## src/design/srpg_pkg.sv

```systemverilog
// ----------------------------------------------------------------------------
// srpg_pkg: shared definitions for the stepper ramp pulse generator
// Field widths, reset values, operation and register codes, controller
// states and the command and status bundles between controller and datapath.
// ----------------------------------------------------------------------------
package srpg_pkg;

  // Fixed field widths
  localparam int RPM_W      = 20;
  localparam int NUMER_W    = 25;
  localparam int PERIOD_W   = 16;
  localparam int CFG_DATA_W = 25;
  localparam int CFG_IDX_W  = 2;
  localparam int OP_W       = 2;

  // Defaults for the top-level parameters
  localparam int COUNT_WIDTH_DEF     = 24;
  localparam int PERIOD_MAX_DEF      = 65535;
  localparam int SPEED_FRAC_BITS_DEF = 16;

  // Derived divider widths at the default parameter values
  localparam int DIV_DVD_W_DEF = NUMER_W + SPEED_FRAC_BITS_DEF;
  localparam int DIV_DVS_W_DEF = (SPEED_FRAC_BITS_DEF + 12 > COUNT_WIDTH_DEF) ?
                                 SPEED_FRAC_BITS_DEF + 12 : COUNT_WIDTH_DEF;

  // Register reset values
  localparam logic [RPM_W-1:0]    MIN_RPM_RST  = RPM_W'(2560);
  localparam logic [RPM_W-1:0]    MAX_RPM_RST  = RPM_W'(153600);
  localparam logic [NUMER_W-1:0]  NUMER_RST    = NUMER_W'(150000);
  localparam logic [PERIOD_W-1:0] MIN_PER_RST  = PERIOD_W'(1);
  localparam logic [PERIOD_W-1:0] RELOAD_RST   = {PERIOD_W{1'b1}};
  localparam logic [PERIOD_W-1:0] CONST_FLOOR  = PERIOD_W'(50);

  typedef enum logic [OP_W-1:0] {
    OP_TICK  = 2'd0,
    OP_RAMP  = 2'd1,
    OP_CONST = 2'd2,
    OP_STOP  = 2'd3
  } op_t;

  typedef enum logic [CFG_IDX_W-1:0] {
    CFG_MIN_RPM    = 2'd0,
    CFG_MAX_RPM    = 2'd1,
    CFG_NUMERATOR  = 2'd2,
    CFG_MIN_PERIOD = 2'd3
  } cfg_idx_t;

  typedef enum logic [2:0] {
    S_IDLE,
    S_RAMP,
    S_SLOPE,
    S_SLOPE_WAIT,
    S_PER_GO,
    S_PER_WAIT,
    S_PUBLISH
  } ctrl_state_t;

  typedef struct packed {
    logic tick_count;
    logic tick_clear;
    logic move_halt;
    logic start_ramp;
    logic start_const;
    logic ramp_apply;
    logic slope_zero;
    logic slope_load;
    logic div_start;
    logic div_sel_period;
    logic reload_load;
    logic const_floor;
    logic step_advance;
    logic publish;
  } srpg_cmd_t;

  typedef struct packed {
    logic moving;
    logic step_level;
    logic tick_hit;
    logic steps_zero;
    logic slope_ok;
    logic div_done;
    logic out_free;
  } srpg_status_t;

endpackage

```

## src/design/srpg_div.sv

```systemverilog
// ----------------------------------------------------------------------------
// srpg_div: iterative restoring divider
// Produces one quotient bit per cycle; shared between the ramp slope and the
// half-period calculations.
// ----------------------------------------------------------------------------
module srpg_div #(
  parameter int DVD_W = srpg_pkg::DIV_DVD_W_DEF,
  parameter int DVS_W = srpg_pkg::DIV_DVS_W_DEF
) (
  input  logic             clk,
  input  logic             rst_n,
  input  logic             start,
  input  logic [DVD_W-1:0] dividend,
  input  logic [DVS_W-1:0] divisor,
  output logic             done,
  output logic [DVD_W-1:0] quotient
);
  import srpg_pkg::*;

  localparam int CNT_W = (DVD_W > 1) ? $clog2(DVD_W) : 1;

  logic             busy_r;
  logic             done_r;
  logic [CNT_W-1:0] cnt_r;
  logic [DVD_W-1:0] quo_r;
  logic [DVS_W-1:0] rem_r;
  logic [DVS_W-1:0] dvs_r;

  logic [DVS_W:0]   shifted;
  logic [DVS_W+1:0] diff;
  logic             fits;

  assign shifted = {rem_r, quo_r[DVD_W-1]};
  assign diff    = {1'b0, shifted} - {2'b00, dvs_r};
  assign fits    = ~diff[DVS_W+1];

  always_ff @(posedge clk) begin
    if (!rst_n) begin
      busy_r <= 1'b0;
      done_r <= 1'b0;
      cnt_r  <= '0;
    end else begin
      done_r <= 1'b0;
      if (start) begin
        busy_r <= 1'b1;
        cnt_r  <= '0;
      end else if (busy_r) begin
        cnt_r <= cnt_r + 1'b1;
        if (cnt_r == CNT_W'(DVD_W - 1)) begin
          busy_r <= 1'b0;
          done_r <= 1'b1;
        end
      end
    end
  end

  always_ff @(posedge clk) begin
    if (start) begin
      quo_r <= dividend;
      rem_r <= '0;
      dvs_r <= divisor;
    end else if (busy_r) begin
      quo_r <= {quo_r[DVD_W-2:0], fits};
      rem_r <= fits ? diff[DVS_W-1:0] : shifted[DVS_W-1:0];
    end
  end

  assign done     = done_r;
  assign quotient = quo_r;

endmodule

```

## src/design/srpg_ctrl.sv

```systemverilog
// ----------------------------------------------------------------------------
// srpg_ctrl: sequencing controller
// Decodes each request and steps the datapath through start, ramp and
// division phases before handing the result to the output register.
// ----------------------------------------------------------------------------
module srpg_ctrl (
  input  logic                   clk,
  input  logic                   rst_n,
  input  logic                   in_valid,
  input  srpg_pkg::op_t          in_op,
  output logic                   in_stall,
  input  srpg_pkg::srpg_status_t status,
  output srpg_pkg::srpg_cmd_t    cmd
);
  import srpg_pkg::*;

  ctrl_state_t state_r, state_nxt;
  op_t         op_r, op_nxt;
  logic        accept;

  assign in_stall = (state_r != S_IDLE);
  assign accept   = in_valid && (state_r == S_IDLE);
  assign op_nxt   = accept ? in_op : op_r;

  always_ff @(posedge clk) begin
    if (!rst_n) begin
      state_r <= S_IDLE;
      op_r    <= OP_TICK;
    end else begin
      state_r <= state_nxt;
      op_r    <= op_nxt;
    end
  end

  // Next state
  always_comb begin
    state_nxt = state_r;
    unique case (state_r)
      S_IDLE: begin
        if (accept) begin
          unique case (in_op)
            OP_TICK: begin
              if (status.moving && status.tick_hit && !status.steps_zero) begin
                state_nxt = S_RAMP;
              end else begin
                state_nxt = S_PUBLISH;
              end
            end
            OP_RAMP:  state_nxt = S_SLOPE;
            OP_CONST: state_nxt = S_PER_GO;
            OP_STOP:  state_nxt = S_PUBLISH;
            default:  state_nxt = S_PUBLISH;
          endcase
        end
      end
      S_RAMP:  state_nxt = S_PER_GO;
      S_SLOPE: state_nxt = status.slope_ok ? S_SLOPE_WAIT : S_PER_GO;
      S_SLOPE_WAIT: begin
        if (status.div_done) begin
          state_nxt = S_PER_GO;
        end
      end
      S_PER_GO: state_nxt = S_PER_WAIT;
      S_PER_WAIT: begin
        if (status.div_done) begin
          state_nxt = S_PUBLISH;
        end
      end
      S_PUBLISH: begin
        if (status.out_free) begin
          state_nxt = S_IDLE;
        end
      end
      default: state_nxt = S_IDLE;
    endcase
  end

  // Commands
  always_comb begin
    cmd = '0;
    unique case (state_r)
      S_IDLE: begin
        if (accept) begin
          unique case (in_op)
            OP_TICK: begin
              if (status.moving) begin
                if (!status.tick_hit) begin
                  cmd.tick_count = 1'b1;
                end else begin
                  cmd.tick_clear = 1'b1;
                  cmd.move_halt  = status.steps_zero;
                end
              end
            end
            OP_RAMP:  cmd.start_ramp  = 1'b1;
            OP_CONST: cmd.start_const = 1'b1;
            OP_STOP:  cmd.move_halt   = 1'b1;
            default:  cmd.move_halt   = 1'b0;
          endcase
        end
      end
      S_RAMP: cmd.ramp_apply = ~status.step_level;
      S_SLOPE: begin
        cmd.div_start  = status.slope_ok;
        cmd.slope_zero = ~status.slope_ok;
      end
      S_SLOPE_WAIT: cmd.slope_load = status.div_done;
      S_PER_GO: begin
        cmd.div_start      = 1'b1;
        cmd.div_sel_period = 1'b1;
      end
      S_PER_WAIT: begin
        cmd.reload_load  = status.div_done;
        cmd.const_floor  = (op_r == OP_CONST);
        cmd.step_advance = status.div_done && (op_r == OP_TICK);
      end
      S_PUBLISH: cmd.publish = status.out_free;
      default:   cmd = '0;
    endcase
  end

endmodule

```

## src/design/srpg_datapath.sv

```systemverilog
// ----------------------------------------------------------------------------
// srpg_datapath: move state, configuration and result register
// Holds the step, speed and timer state, applies the ramp, forms the
// divider operands and the clamped half-period, and registers each result.
// ----------------------------------------------------------------------------
module srpg_datapath #(
  parameter int COUNT_WIDTH     = srpg_pkg::COUNT_WIDTH_DEF,
  parameter int PERIOD_MAX      = srpg_pkg::PERIOD_MAX_DEF,
  parameter int SPEED_FRAC_BITS = srpg_pkg::SPEED_FRAC_BITS_DEF
) (
  input  logic                            clk,
  input  logic                            rst_n,
  input  logic [COUNT_WIDTH-1:0]          in_step_count,
  input  logic                            in_direction,
  input  logic [srpg_pkg::RPM_W-1:0]      in_target_rpm,
  input  logic                            cfg_wr,
  input  logic [srpg_pkg::CFG_IDX_W-1:0]  cfg_index,
  input  logic [srpg_pkg::CFG_DATA_W-1:0] cfg_data,
  input  srpg_pkg::srpg_cmd_t             cmd,
  output srpg_pkg::srpg_status_t          status,
  input  logic                            out_stall,
  output logic                            out_valid,
  output logic                            out_step_out,
  output logic                            out_direction_out,
  output logic                            out_busy_res,
  output logic [COUNT_WIDTH-1:0]          out_steps_left,
  output logic [srpg_pkg::PERIOD_W-1:0]   out_period_now
);
  import srpg_pkg::*;

  localparam int SPEED_W    = SPEED_FRAC_BITS + 12;
  localparam int UNIT_SHIFT = SPEED_FRAC_BITS - 8;
  localparam int DVD_W      = NUMER_W + SPEED_FRAC_BITS;
  localparam int DVS_W      = (SPEED_W > COUNT_WIDTH) ? SPEED_W : COUNT_WIDTH;

  // Configuration
  logic [RPM_W-1:0]    min_rpm_r, max_rpm_r;
  logic [NUMER_W-1:0]  numer_r;
  logic [PERIOD_W-1:0] min_period_r;

  // Move state
  logic                   step_level_r, step_level_nxt;
  logic                   dir_level_r, dir_level_nxt;
  logic                   moving_r, moving_nxt;
  logic [COUNT_WIDTH-1:0] remaining_r, remaining_nxt;
  logic [COUNT_WIDTH-1:0] accel_r, accel_nxt;
  logic [COUNT_WIDTH-1:0] decel_r, decel_nxt;
  logic [SPEED_W-1:0]     speed_r, speed_nxt;
  logic [SPEED_W-1:0]     slope_r, slope_nxt;
  logic [PERIOD_W-1:0]    reload_r, reload_nxt;
  logic [PERIOD_W-1:0]    counter_r, counter_nxt;
  logic [RPM_W-1:0]       target_r, target_nxt;

  // Result register
  logic                   out_valid_r;
  logic                   out_step_r, out_dir_r, out_busy_r;
  logic [COUNT_WIDTH-1:0] out_steps_r;
  logic [PERIOD_W-1:0]    out_period_r;

  logic [SPEED_W-1:0]     min_s, tgt_s, const_s, ramp_speed;
  logic [SPEED_W:0]       speed_sum, floor_plus_slope;
  logic [RPM_W-1:0]       rpm_hi_clamped, rpm_clamped;
  logic [COUNT_WIDTH+1:0] triple_steps;
  logic [DVD_W-1:0]       div_dividend, div_quo, hp_wide;
  logic [DVS_W-1:0]       div_divisor;
  logic                   div_done;
  logic [PERIOD_W-1:0]    hp_floor, hp_reload;

  assign min_s = SPEED_W'(min_rpm_r) << UNIT_SHIFT;
  assign tgt_s = SPEED_W'(target_r) << UNIT_SHIFT;

  // Constant-speed target, clamped with the lower bound taking precedence
  assign rpm_hi_clamped = (in_target_rpm > max_rpm_r) ? max_rpm_r : in_target_rpm;
  assign rpm_clamped    = (rpm_hi_clamped < min_rpm_r) ? min_rpm_r : rpm_hi_clamped;
  assign const_s        = SPEED_W'(rpm_clamped) << UNIT_SHIFT;

  assign triple_steps = {2'b00, in_step_count} + {1'b0, in_step_count, 1'b0};

  // One ramp step: accelerate with saturation, hold, or decelerate down to min_rpm
  assign speed_sum        = {1'b0, speed_r} + {1'b0, slope_r};
  assign floor_plus_slope = {1'b0, min_s} + {1'b0, slope_r};
  always_comb begin
    ramp_speed = speed_r;
    if (remaining_r > accel_r) begin
      ramp_speed = speed_sum[SPEED_W] ? {SPEED_W{1'b1}} : speed_sum[SPEED_W-1:0];
    end else if (remaining_r < decel_r) begin
      ramp_speed = ({1'b0, speed_r} >= floor_plus_slope) ? (speed_r - slope_r) : min_s;
    end
  end

  // Divider operands
  assign div_dividend = cmd.div_sel_period ? {numer_r, {SPEED_FRAC_BITS{1'b0}}}
                                           : DVD_W'(tgt_s - min_s);
  assign div_divisor  = cmd.div_sel_period ? DVS_W'(speed_r) : DVS_W'(decel_r);

  srpg_div #(
    .DVD_W (DVD_W),
    .DVS_W (DVS_W)
  ) u_div (
    .clk      (clk),
    .rst_n    (rst_n),
    .start    (cmd.div_start),
    .dividend (div_dividend),
    .divisor  (div_divisor),
    .done     (div_done),
    .quotient (div_quo)
  );

  // Half-period: quotient less one, raised to the floor, cut to PERIOD_MAX
  always_comb begin
    if (cmd.const_floor) begin
      hp_floor = (min_period_r < CONST_FLOOR) ? CONST_FLOOR : min_period_r;
    end else begin
      hp_floor = (min_period_r == '0) ? PERIOD_W'(1) : min_period_r;
    end
    if (speed_r == '0) begin
      hp_wide = DVD_W'(PERIOD_MAX);
    end else if (div_quo <= DVD_W'(hp_floor)) begin
      hp_wide = DVD_W'(hp_floor);
    end else begin
      hp_wide = div_quo - 1'b1;
    end
    hp_reload = (hp_wide > DVD_W'(PERIOD_MAX)) ? PERIOD_W'(PERIOD_MAX)
                                               : hp_wide[PERIOD_W-1:0];
  end

  always_comb begin
    step_level_nxt = step_level_r;
    dir_level_nxt  = dir_level_r;
    moving_nxt     = moving_r;
    remaining_nxt  = remaining_r;
    accel_nxt      = accel_r;
    decel_nxt      = decel_r;
    speed_nxt      = speed_r;
    slope_nxt      = slope_r;
    reload_nxt     = reload_r;
    counter_nxt    = counter_r;
    target_nxt     = target_r;

    if (cmd.tick_count) begin
      counter_nxt = counter_r + 1'b1;
    end
    if (cmd.tick_clear) begin
      counter_nxt = '0;
    end
    if (cmd.move_halt) begin
      moving_nxt = 1'b0;
    end
    if (cmd.start_ramp || cmd.start_const) begin
      moving_nxt    = 1'b1;
      dir_level_nxt = in_direction;
      remaining_nxt = in_step_count;
      counter_nxt   = '0;
      target_nxt    = in_target_rpm;
    end
    if (cmd.start_ramp) begin
      accel_nxt = triple_steps[COUNT_WIDTH+1:2];
      decel_nxt = in_step_count >> 2;
      speed_nxt = min_s;
    end
    if (cmd.start_const) begin
      accel_nxt = {COUNT_WIDTH{1'b1}};
      decel_nxt = '0;
      slope_nxt = '0;
      speed_nxt = const_s;
    end
    if (cmd.ramp_apply) begin
      speed_nxt = ramp_speed;
    end
    if (cmd.slope_zero) begin
      slope_nxt = '0;
    end
    if (cmd.slope_load) begin
      slope_nxt = div_quo[SPEED_W-1:0];
    end
    if (cmd.reload_load) begin
      reload_nxt = hp_reload;
    end
    if (cmd.step_advance) begin
      step_level_nxt = ~step_level_r;
      if (!step_level_r) begin
        remaining_nxt = remaining_r - 1'b1;
      end
    end
  end

  always_ff @(posedge clk) begin
    if (!rst_n) begin
      step_level_r <= 1'b0;
      dir_level_r  <= 1'b0;
      moving_r     <= 1'b0;
      remaining_r  <= '0;
      accel_r      <= '0;
      decel_r      <= '0;
      speed_r      <= '0;
      slope_r      <= '0;
      reload_r     <= RELOAD_RST;
      counter_r    <= '0;
      target_r     <= '0;
    end else begin
      step_level_r <= step_level_nxt;
      dir_level_r  <= dir_level_nxt;
      moving_r     <= moving_nxt;
      remaining_r  <= remaining_nxt;
      accel_r      <= accel_nxt;
      decel_r      <= decel_nxt;
      speed_r      <= speed_nxt;
      slope_r      <= slope_nxt;
      reload_r     <= reload_nxt;
      counter_r    <= counter_nxt;
      target_r     <= target_nxt;
    end
  end

  // Configuration registers
  always_ff @(posedge clk) begin
    if (!rst_n) begin
      min_rpm_r    <= MIN_RPM_RST;
      max_rpm_r    <= MAX_RPM_RST;
      numer_r      <= NUMER_RST;
      min_period_r <= MIN_PER_RST;
    end else if (cfg_wr) begin
      unique case (cfg_idx_t'(cfg_index))
        CFG_MIN_RPM:    min_rpm_r    <= cfg_data[RPM_W-1:0];
        CFG_MAX_RPM:    max_rpm_r    <= cfg_data[RPM_W-1:0];
        CFG_NUMERATOR:  numer_r      <= cfg_data[NUMER_W-1:0];
        CFG_MIN_PERIOD: min_period_r <= cfg_data[PERIOD_W-1:0];
        default:        min_period_r <= min_period_r;
      endcase
    end
  end

  // Result register
  always_ff @(posedge clk) begin
    if (!rst_n) begin
      out_valid_r <= 1'b0;
    end else if (cmd.publish) begin
      out_valid_r <= 1'b1;
    end else if (!out_stall) begin
      out_valid_r <= 1'b0;
    end
  end

  always_ff @(posedge clk) begin
    if (cmd.publish) begin
      out_step_r   <= step_level_r;
      out_dir_r    <= dir_level_r;
      out_busy_r   <= moving_r;
      out_steps_r  <= remaining_r;
      out_period_r <= reload_r;
    end
  end

  assign status.moving     = moving_r;
  assign status.step_level = step_level_r;
  assign status.tick_hit   = (counter_r >= reload_r);
  assign status.steps_zero = (remaining_r == '0);
  assign status.slope_ok   = (tgt_s > min_s) && (decel_r != '0);
  assign status.div_done   = div_done;
  assign status.out_free   = ~out_valid_r | ~out_stall;

  assign out_valid         = out_valid_r;
  assign out_step_out      = out_step_r;
  assign out_direction_out = out_dir_r;
  assign out_busy_res      = out_busy_r;
  assign out_steps_left    = out_steps_r;
  assign out_period_now    = out_period_r;

endmodule

```

## src/design/stepper_ramp_pulse_generator_top.sv

```systemverilog
// ----------------------------------------------------------------------------
// stepper_ramp_pulse_generator_top: step/direction generator with ramp
// Takes 1 us ticks and move requests, keeps its own half-period timer and
// produces the step line, direction line, busy flag, remaining steps and
// the current half-period reload after every request.
// ----------------------------------------------------------------------------
//
//   Channel  Handshake              Payload
//   -------  ---------------------  ------------------------------------------
//   in       in_valid / in_stall    operation, step_count, direction,
//                                   target_rpm
//   out      out_valid / out_stall  step_out, direction_out, busy_res,
//                                   steps_left, period_now
//   cfg      cfg_valid / cfg_ready  cfg_index, cfg_data
//
// Sequencing: the block works on one request at a time. A tick that does
// not fire the timer, or a stop, goes straight to the output register. A
// constant-speed start or a tick that fires a step runs the shared
// restoring divider once, for the half-period; its dividend is D =
// 25 + SPEED_FRAC_BITS bits wide (41 by default). A ramped start runs that
// divider twice when it needs a slope, once for the slope, then the half-period.
// Reset is synchronous and active low; it restores the default
// configuration and an idle, stationary motor. A stalled result holds in
// the output register; the next request is still taken meanwhile, and the
// block only waits when a second result is ready before the first is taken.
// cfg_ready is always high: registers are written in the cycle offered.
// ----------------------------------------------------------------------------
module stepper_ramp_pulse_generator_top #(
  parameter int COUNT_WIDTH     = srpg_pkg::COUNT_WIDTH_DEF,
  parameter int PERIOD_MAX      = srpg_pkg::PERIOD_MAX_DEF,
  parameter int SPEED_FRAC_BITS = srpg_pkg::SPEED_FRAC_BITS_DEF
) (
  input  logic                            clk,
  input  logic                            rst_n,
  // Request channel
  input  logic                            in_valid,
  output logic                            in_stall,
  input  logic [srpg_pkg::OP_W-1:0]       in_operation,
  input  logic [COUNT_WIDTH-1:0]          in_step_count,
  input  logic                            in_direction,
  input  logic [srpg_pkg::RPM_W-1:0]      in_target_rpm,
  // Result channel
  output logic                            out_valid,
  input  logic                            out_stall,
  output logic                            out_step_out,
  output logic                            out_direction_out,
  output logic                            out_busy_res,
  output logic [COUNT_WIDTH-1:0]          out_steps_left,
  output logic [srpg_pkg::PERIOD_W-1:0]   out_period_now,
  // Configuration write channel
  input  logic                            cfg_valid,
  output logic                            cfg_ready,
  input  logic [srpg_pkg::CFG_IDX_W-1:0]  cfg_index,
  input  logic [srpg_pkg::CFG_DATA_W-1:0] cfg_data
);
  import srpg_pkg::*;

  srpg_cmd_t    cmd;
  srpg_status_t status;

  // Configuration is accepted unconditionally; the user must write it only
  // while no request is in flight. The block itself does not enforce this.
  assign cfg_ready = 1'b1;

  // The controller decodes the operation and sequences the datapath.
  srpg_ctrl u_ctrl (
    .clk      (clk),
    .rst_n    (rst_n),
    .in_valid (in_valid),
    .in_op    (op_t'(in_operation)),
    .in_stall (in_stall),
    .status   (status),
    .cmd      (cmd)
  );

  // The datapath holds all move state, the configuration registers, the
  // shared divider and the output register.
  srpg_datapath #(
    .COUNT_WIDTH     (COUNT_WIDTH),
    .PERIOD_MAX      (PERIOD_MAX),
    .SPEED_FRAC_BITS (SPEED_FRAC_BITS)
  ) u_dp (
    .clk               (clk),
    .rst_n             (rst_n),
    .in_step_count     (in_step_count),
    .in_direction      (in_direction),
    .in_target_rpm     (in_target_rpm),
    .cfg_wr            (cfg_valid && cfg_ready),
    .cfg_index         (cfg_index),
    .cfg_data          (cfg_data),
    .cmd               (cmd),
    .status            (status),
    .out_stall         (out_stall),
    .out_valid         (out_valid),
    .out_step_out      (out_step_out),
    .out_direction_out (out_direction_out),
    .out_busy_res      (out_busy_res),
    .out_steps_left    (out_steps_left),
    .out_period_now    (out_period_now)
  );

  // A request once taken closes the input in the next cycle.
  a_one_request: assert property (@(posedge clk) disable iff (!rst_n)
    (in_valid && !in_stall) |=> in_stall)
    else $error("second request accepted while one is in progress");

  // A new result is only written into a free output register.
  a_publish_free: assert property (@(posedge clk) disable iff (!rst_n)
    cmd.publish |-> (!out_valid || !out_stall))
    else $error("result overwrote one still waiting");

  // A published half-period is never zero.
  a_period_nonzero: assert property (@(posedge clk) disable iff (!rst_n)
    out_valid |-> (out_period_now != '0))
    else $error("zero half-period reported");

  // Start, ramp, reload and divider start commands never coincide.
  a_exclusive_cmds: assert property (@(posedge clk) disable iff (!rst_n)
    $onehot0({cmd.start_ramp, cmd.start_const, cmd.ramp_apply, cmd.reload_load,
              cmd.div_start}))
    else $error("conflicting datapath commands");

endmodule

```

## config.mk

```make
export PLATFORM = sky130hd
export DESIGN_NAME = stepper_ramp_pulse_generator_top
export DESIGN_NICKNAME = d
export VERILOG_FILES = /design/src/design/srpg_pkg.sv /design/src/design/srpg_div.sv /design/src/design/srpg_ctrl.sv /design/src/design/srpg_datapath.sv /design/src/design/stepper_ramp_pulse_generator_top.sv
export SDC_FILE = /design/constraint.sdc
export NUM_CORES = 1
export LEC_CHECK = 0
export BUFFER_PORTS_ARGS = -buffer_cell sky130_fd_sc_hd__buf_2
export CAP_MARGIN = 10
export CORE_AREA = 4 4 223 225
export CTS_CLUSTER_SIZE = 12
export DETAILED_ROUTE_END_ITERATION = 10
export DIE_AREA = 0 0 227 229
export GPL_TIMING_DRIVEN = 0
export PLACE_DENSITY = 0.77
export SYNTH_ARGS = -nofsm -noshare
export SYNTH_HDL_FRONTEND = slang
export SYNTH_HIERARCHICAL = 1
export SYNTH_SLANG_ARGS = --single-unit
```

## constraint.sdc

```tcl
create_clock -name clk -period 13.5 [get_ports clk]
set_input_delay 2.7 -clock clk [delete_from_list [all_inputs] [get_ports clk]]
set_output_delay 2.7 -clock clk [all_outputs]
set_load 0.005 [all_outputs]
```

After elaboration in Yosys (flattened, before gate mapping). Cells that the tools add are included.

$add $sub $neg: 10. Order comparisons: 10. Eq/ne operators: 20. Mux-type cells: 60. Bitwise gates (word level): 8. Reduce and logical (&&, ||, !) cells: 31.

Operators with widths (number): 2-to-1 mux 28 bit (11); 2-to-1 mux 41 bit (5); 2-to-1 mux 24 bit (5); 2-to-1 mux 16 bit (4); adder 28 x 28 -> 29 bit (2); > comparator 41 x 16 -> 1 bit (second input constant) (1); less-or-equal comparator 41 x 16 -> 1 bit (1); subtractor 41 x 1 -> 41 bit (second input constant) (1); 2-to-1 mux 20 bit (2); subtractor 29 x 28 -> 30 bit (1); greater-or-equal comparator 28 x 29 -> 1 bit (1); subtractor 28 x 28 -> 29 bit (1); > comparator 28 bit (1); zero test 28 bit (1); subtractor 28 bit (1); adder 24 x 25 -> 26 bit (1); > comparator 24 bit (1); zero test 24 bit (1); < comparator 24 x 22 -> 1 bit (1); 2-to-1 mux 3 bit (8); nonzero test 24 bit (1); subtractor 24 x 1 -> 24 bit (second input constant) (1); 2-to-1 mux 22 bit (1); case mux 3 bit (7 select lines) (1); other kinds (33) (85).

Bits in registers: 416. Input port bits: 79.

Logic depth before layout (Yosys ltp).
Depth in word-level cells: 10. Mapped depth: 25. Gate-level depth less buffers: 23.

By module. Netlist, hierarchy kept.

By module, submodules not included: srpg_datapath (times used 1, cells each 2815, area each 22064.9 sq um); srpg_div (times used 1, cells each 519, area each 5764.3 sq um); srpg_ctrl (times used 1, cells each 72, area each 540.5 sq um); stepper_ramp_pulse_generator_top (times used 1, cells each 2, area each 11.3 sq um).

Worst setup path before layout. OpenSTA, ideal clock, no wires.

Kind: in2reg. Start point: input port in_target_rpm[18] (netlist bit). End point: register u_dp.speed_r[21]. Arrival: 7.052 ns. Required time: 13.366 ns. Slack: 6.314 ns. Cell stages on the path: 21. Buffers on the path: 3. Cell sequence: ha_1 > nand4_1 > nor4_1 > a21oi_1 > a31oi_1 > clkbuf_1 > mux2_2 > ha_1 > and4_1 > nand3_1 > nor4_1 > a221oi_1 > o21ai_0 > and2_1 > a31o_2 > clkbuf_1 > clkbuf_1 > mux2i_1 > nor2_1 > a21oi_1 > o22ai_1.

Cells in the longest elaborated chain, start to end: 6.

Ends and longest elaborated chain: start: declaration (line stepper_ramp_pulse_generator_top.sv:41) `input logic [srpg_pkg::RPM_W-1:0] in_target_rpm,`; > comparator 20 bit (line srpg_datapath.sv:73) `assign rpm_hi_clamped = (in_target_rpm > max_rpm_r) ? max_rpm_r : in_target_rpm;`; 2-to-1 mux 20 bit * (line srpg_datapath.sv:73); < comparator 20 bit (line srpg_datapath.sv:74) `assign rpm_clamped = (rpm_hi_clamped < min_rpm_r) ? min_rpm_r : rpm_hi_clamped;`; 2-to-1 mux 20 bit * (line srpg_datapath.sv:74); 2-to-1 mux 28 bit * (line srpg_datapath.sv:161) `if (cmd.start_const) begin`; 2-to-1 mux 28 bit * (line srpg_datapath.sv:167) `if (cmd.ramp_apply) begin`; end signal: assignment (line srpg_datapath.sv:207) `speed_r <= speed_nxt;`; end: declaration (line srpg_datapath.sv:48) `logic [SPEED_W-1:0] speed_r, speed_nxt;`.

Mark *: on every way between the ends. The rest lies on a longest branch, timed or not. A chain may end at the register's enable or synchronous reset.

Final worst setup path.
Start point: input port in_target_rpm[18] (netlist bit). End point: register u_dp.speed_r[11].

Same word-level chain as after synthesis.

==> results.toml <==
[status]
status = "completed"

[clock_tree]
post_cts_buffers = 0
cts_root_buffer = "clkbuf_16"
cts_sinks = 416
htree_levels = 2
ctsHoldBuffers = 0
path_clk_slew_ns = 0.06
insertion_delay_ns = 0.61
ctsResizeCount = 0
clockBufferDepth = 3
tritoncts.num_buffers = 47
cts_tree = "done"

[hold_path]
min_path_type = "flop to flop"

[timing]
finalCritPeriodShare_pct = 61.6
hold_viol_final = 0
slew_violations = 0
slew_headroom_pct = 16.6
grt_setup_unrepaired = "false"
setup_tns_ns = 0
setup_viol = 0
final.min_clock_period_ns = 8.31
fmax_mhz = 120
finalWorstSetupSlack_ns = 5.19
tightest_slew_ns = 1.25
skew_ns = 0.0420
hold_ws_ns = 0.453

[critical_path]
crit_path_start = "in_target_rpm[18]"
required_ns = 13.96
endpoint = "u_dp/speed_r[11]"
crit_path_max_fanout = 10
r2r_start = "u_dp/min_rpm_r[0]"
cp-end-kind = "flop"
criticalPathCategory = "input pin to flop"
crit_arrival_ns = 8.77
critPathLaunchType = "input pin"
r2r_slack_ns = 6.04
reg2reg_depth = 23
r2r_end = "u_dp/speed_r[26]"

[global_routing]
grt_overflow = 0
grt_pass1_wl_um = 145000
grtUsageTotal_pct = 35.6
grt_max_degree = 42
grt_antenna_before_repair = 5
grt_pass1_vias = 25300

[logic_synthesis]
synthTopCellsByArea = "dfxtp_1, ha_1, edfxtp_1"
synthFlopType = "dfxtp_1"
synth_cells = 3408
synth_edf_count = 112
syn_area_per_cell_sq_um = 8.33
yosys_warnings = 6
synth_seq_cells = 416
synthArstFlopShare_pct = 0
synth_cell_types = 97
synth_top_area_share_pct = 21.4
yosysTopAreaCell = "dfxtp_1"
ys_seq_area_share_pct = 33.3
synth_area_sq_mm = 0.0284

[power]
p_sw_share_pct = 41.6
p_sw_uw = 2340
vdd_drop_max_v = 0.0000988
p_seq_share_pct = 32.3
power.leakage_uw = 0.0128
p_comb_share_pct = 44.4
power_density_mw_per_mm2 = 178
clkPwrFrac_pct = 23.4
p_int_uw = 3280

[drt]
first_pass_iters = 6
wire_per_inst_um = 22.6
routed_via_density = 6.36
vias = 27000
wl_met1_um = 40800
met3_length_um = 9840
first_iter_violations = 3325
drcViolationCount = 0
drtAntennaViolNets = 0
drt-total-wl_um = 95800
routed-wl-met2_um = 41000
top_layer_used = "met5"

[layout]
final_common_cell = "nand2_1"
syn_to_final_growth_pct = 10.9
final_cell_mix = "nand2_1, a21oi_1, nor2_1, dfxtp_1, ha_1"
drive_gt1_share_pct = 8.93
layout.nets = 3970
stdcell_area_sq_mm = 0.0315
fillers = 4028

[floorplan]
num_io_pins = 125
dieArea_sq_mm = 0.0520
core_area_sq_mm = 0.0475
fp-row-count = 80
die_x_um = 227
start_util_pct = 59.7
die_y_um = 229

[placement]
place_congestion = 1.05
hpwlAfterDp_um = 74900
dpl_worst_slack_ns = 4.81
postPlaceCellArea_sq_mm = 0.0299
io_buffers = 122

[run]
maxCapViolCount = 0
worst max-delay path, cell delays in order:
cell and delay [ns]:
buf_2 0.12, ha_1 0.31, nand4_1 0.22, nor4_1 0.41
a21oi_1 0.11, a31oi_1 0.60, clkbuf_1 0.53, mux2_2 0.45
ha_1 0.32, and4_1 0.20, nand3_1 0.13, nor4_1 0.42
a221oi_1 0.14, o21ai_0 0.09, and2_1 0.14, a31o_2 0.13
clkbuf_1 0.49, clkbuf_1 0.50, o21ai_0 0.24, a221oi_1 0.38
o21ai_0 0.11
metal layers:
layer,GRT usage [%],vias to the layer above
met1,49.7,12800
met5,0,-
met2,53.3,1367
li1,-,12500
met3,8.64,264
met4,14.1,4
logic make-up after synthesis:
kind of cell,Yosys count,share of synthesized area [%]
muxes,127,4.77
buffers and inverters,398,5.46
DFF,416,33.3
other,2,0.0265
AOI/OAI and AO/OA,926,20.8
and+or+nand+nor,1093,17.8
xor gates and xnor gates,147,4.54
adders and majority gates,299,13.3
metrics by stage:
stage               power, uW  util [%]  instances
global route             5930      66.2       4245
global placement         4140      62.6       4152
finish                   5620      66.2       4246
detailed placement       4230      62.8       4156
CTS                      5560      66.2       4243
floorplan                3460         -       3415
area by class of cell:
| cell class | instances | area [sq um] | area share [%] |
|---|---|---|---|
| plain buffers | 152 | 627 | 1.99 |
| well taps | 615 | 769 | 2.44 |
| inverters | 246 | 923 | 2.93 |
| repair buffers | 128 | 678 | 2.15 |
| diodes | 1 | 2.50 | 0.00795 |
| flip-flops and latches | 416 | 9450 | 30.0 |
| clock inverters | 13 | 224 | 0.711 |
| clock buffers | 74 | 1380 | 4.38 |
| multi-input cells | 2601 | 17400 | 55.4 |
power by group through the flow:
stage,sequential [uW],clock (uW),combinational (uW)
2_1_floorplan,1720,0,1740
3_3_place_gp,1830,0,2320
3_5_place_dp,1830,0,2400
4_1_cts,1800,1330,2420
5_1_grt,1830,1390,2710
6_report,1810,1310,2490
synthesized netlist by cell type, drive strengths merged (19+ instances only):
library cell / number
xor2: 56
o21ai: 178
and3: 19
o21bai: 23
nor2: 326
nor4: 39
ha: 293
edfxtp: 112
mux2i: 62
a21oi: 336
clkbuf: 118
mux2: 65
nor2b: 28
nand2: 390
inv: 245
a21o: 82
a31oi: 23
or3: 20
buf: 34
a211oi: 39
nand3: 61
a22oi: 29
nand2b: 38
nor3: 60
xnor2: 91
o211ai: 22
o21a: 25
and2: 19
nand4: 40
dfxtp: 304
worst min path at each step:
stage / start / to / cells after the start
after floorplan: u_dp/dir_level_r / u_dp/out_direction_out / 0
after global placement: u_dp/dir_level_r / u_dp/out_direction_out / 0
after detailed placement: u_dp/reload_r[2] / u_dp/out_period_now[2] / 0
after CTS: u_dp/dir_level_r / u_dp/out_direction_out / 0
after global routing: u_dp/reload_r[2] / u_dp/out_period_now[2] / 0
final: u_dp/reload_r[2] / u_dp/out_period_now[2] / 0
registers in the layout, summed over array words and instances, names as in the netlist, 22 cells and up:
| name | cells |
|---|---|
| u_dp/u_div/rem_r | 28 |
| u_dp/decel_r | 22 |
| u_dp/numer_r | 25 |
| u_dp/u_div/dvs_r | 28 |
| u_dp/slope_r | 28 |
| u_dp/out_steps_left | 24 |
| u_dp/accel_r | 24 |
| u_dp/remaining_r | 24 |
| u_dp/speed_r | 28 |
| u_dp/u_div/quotient | 41 |
(Power assumes the default switching activity.)
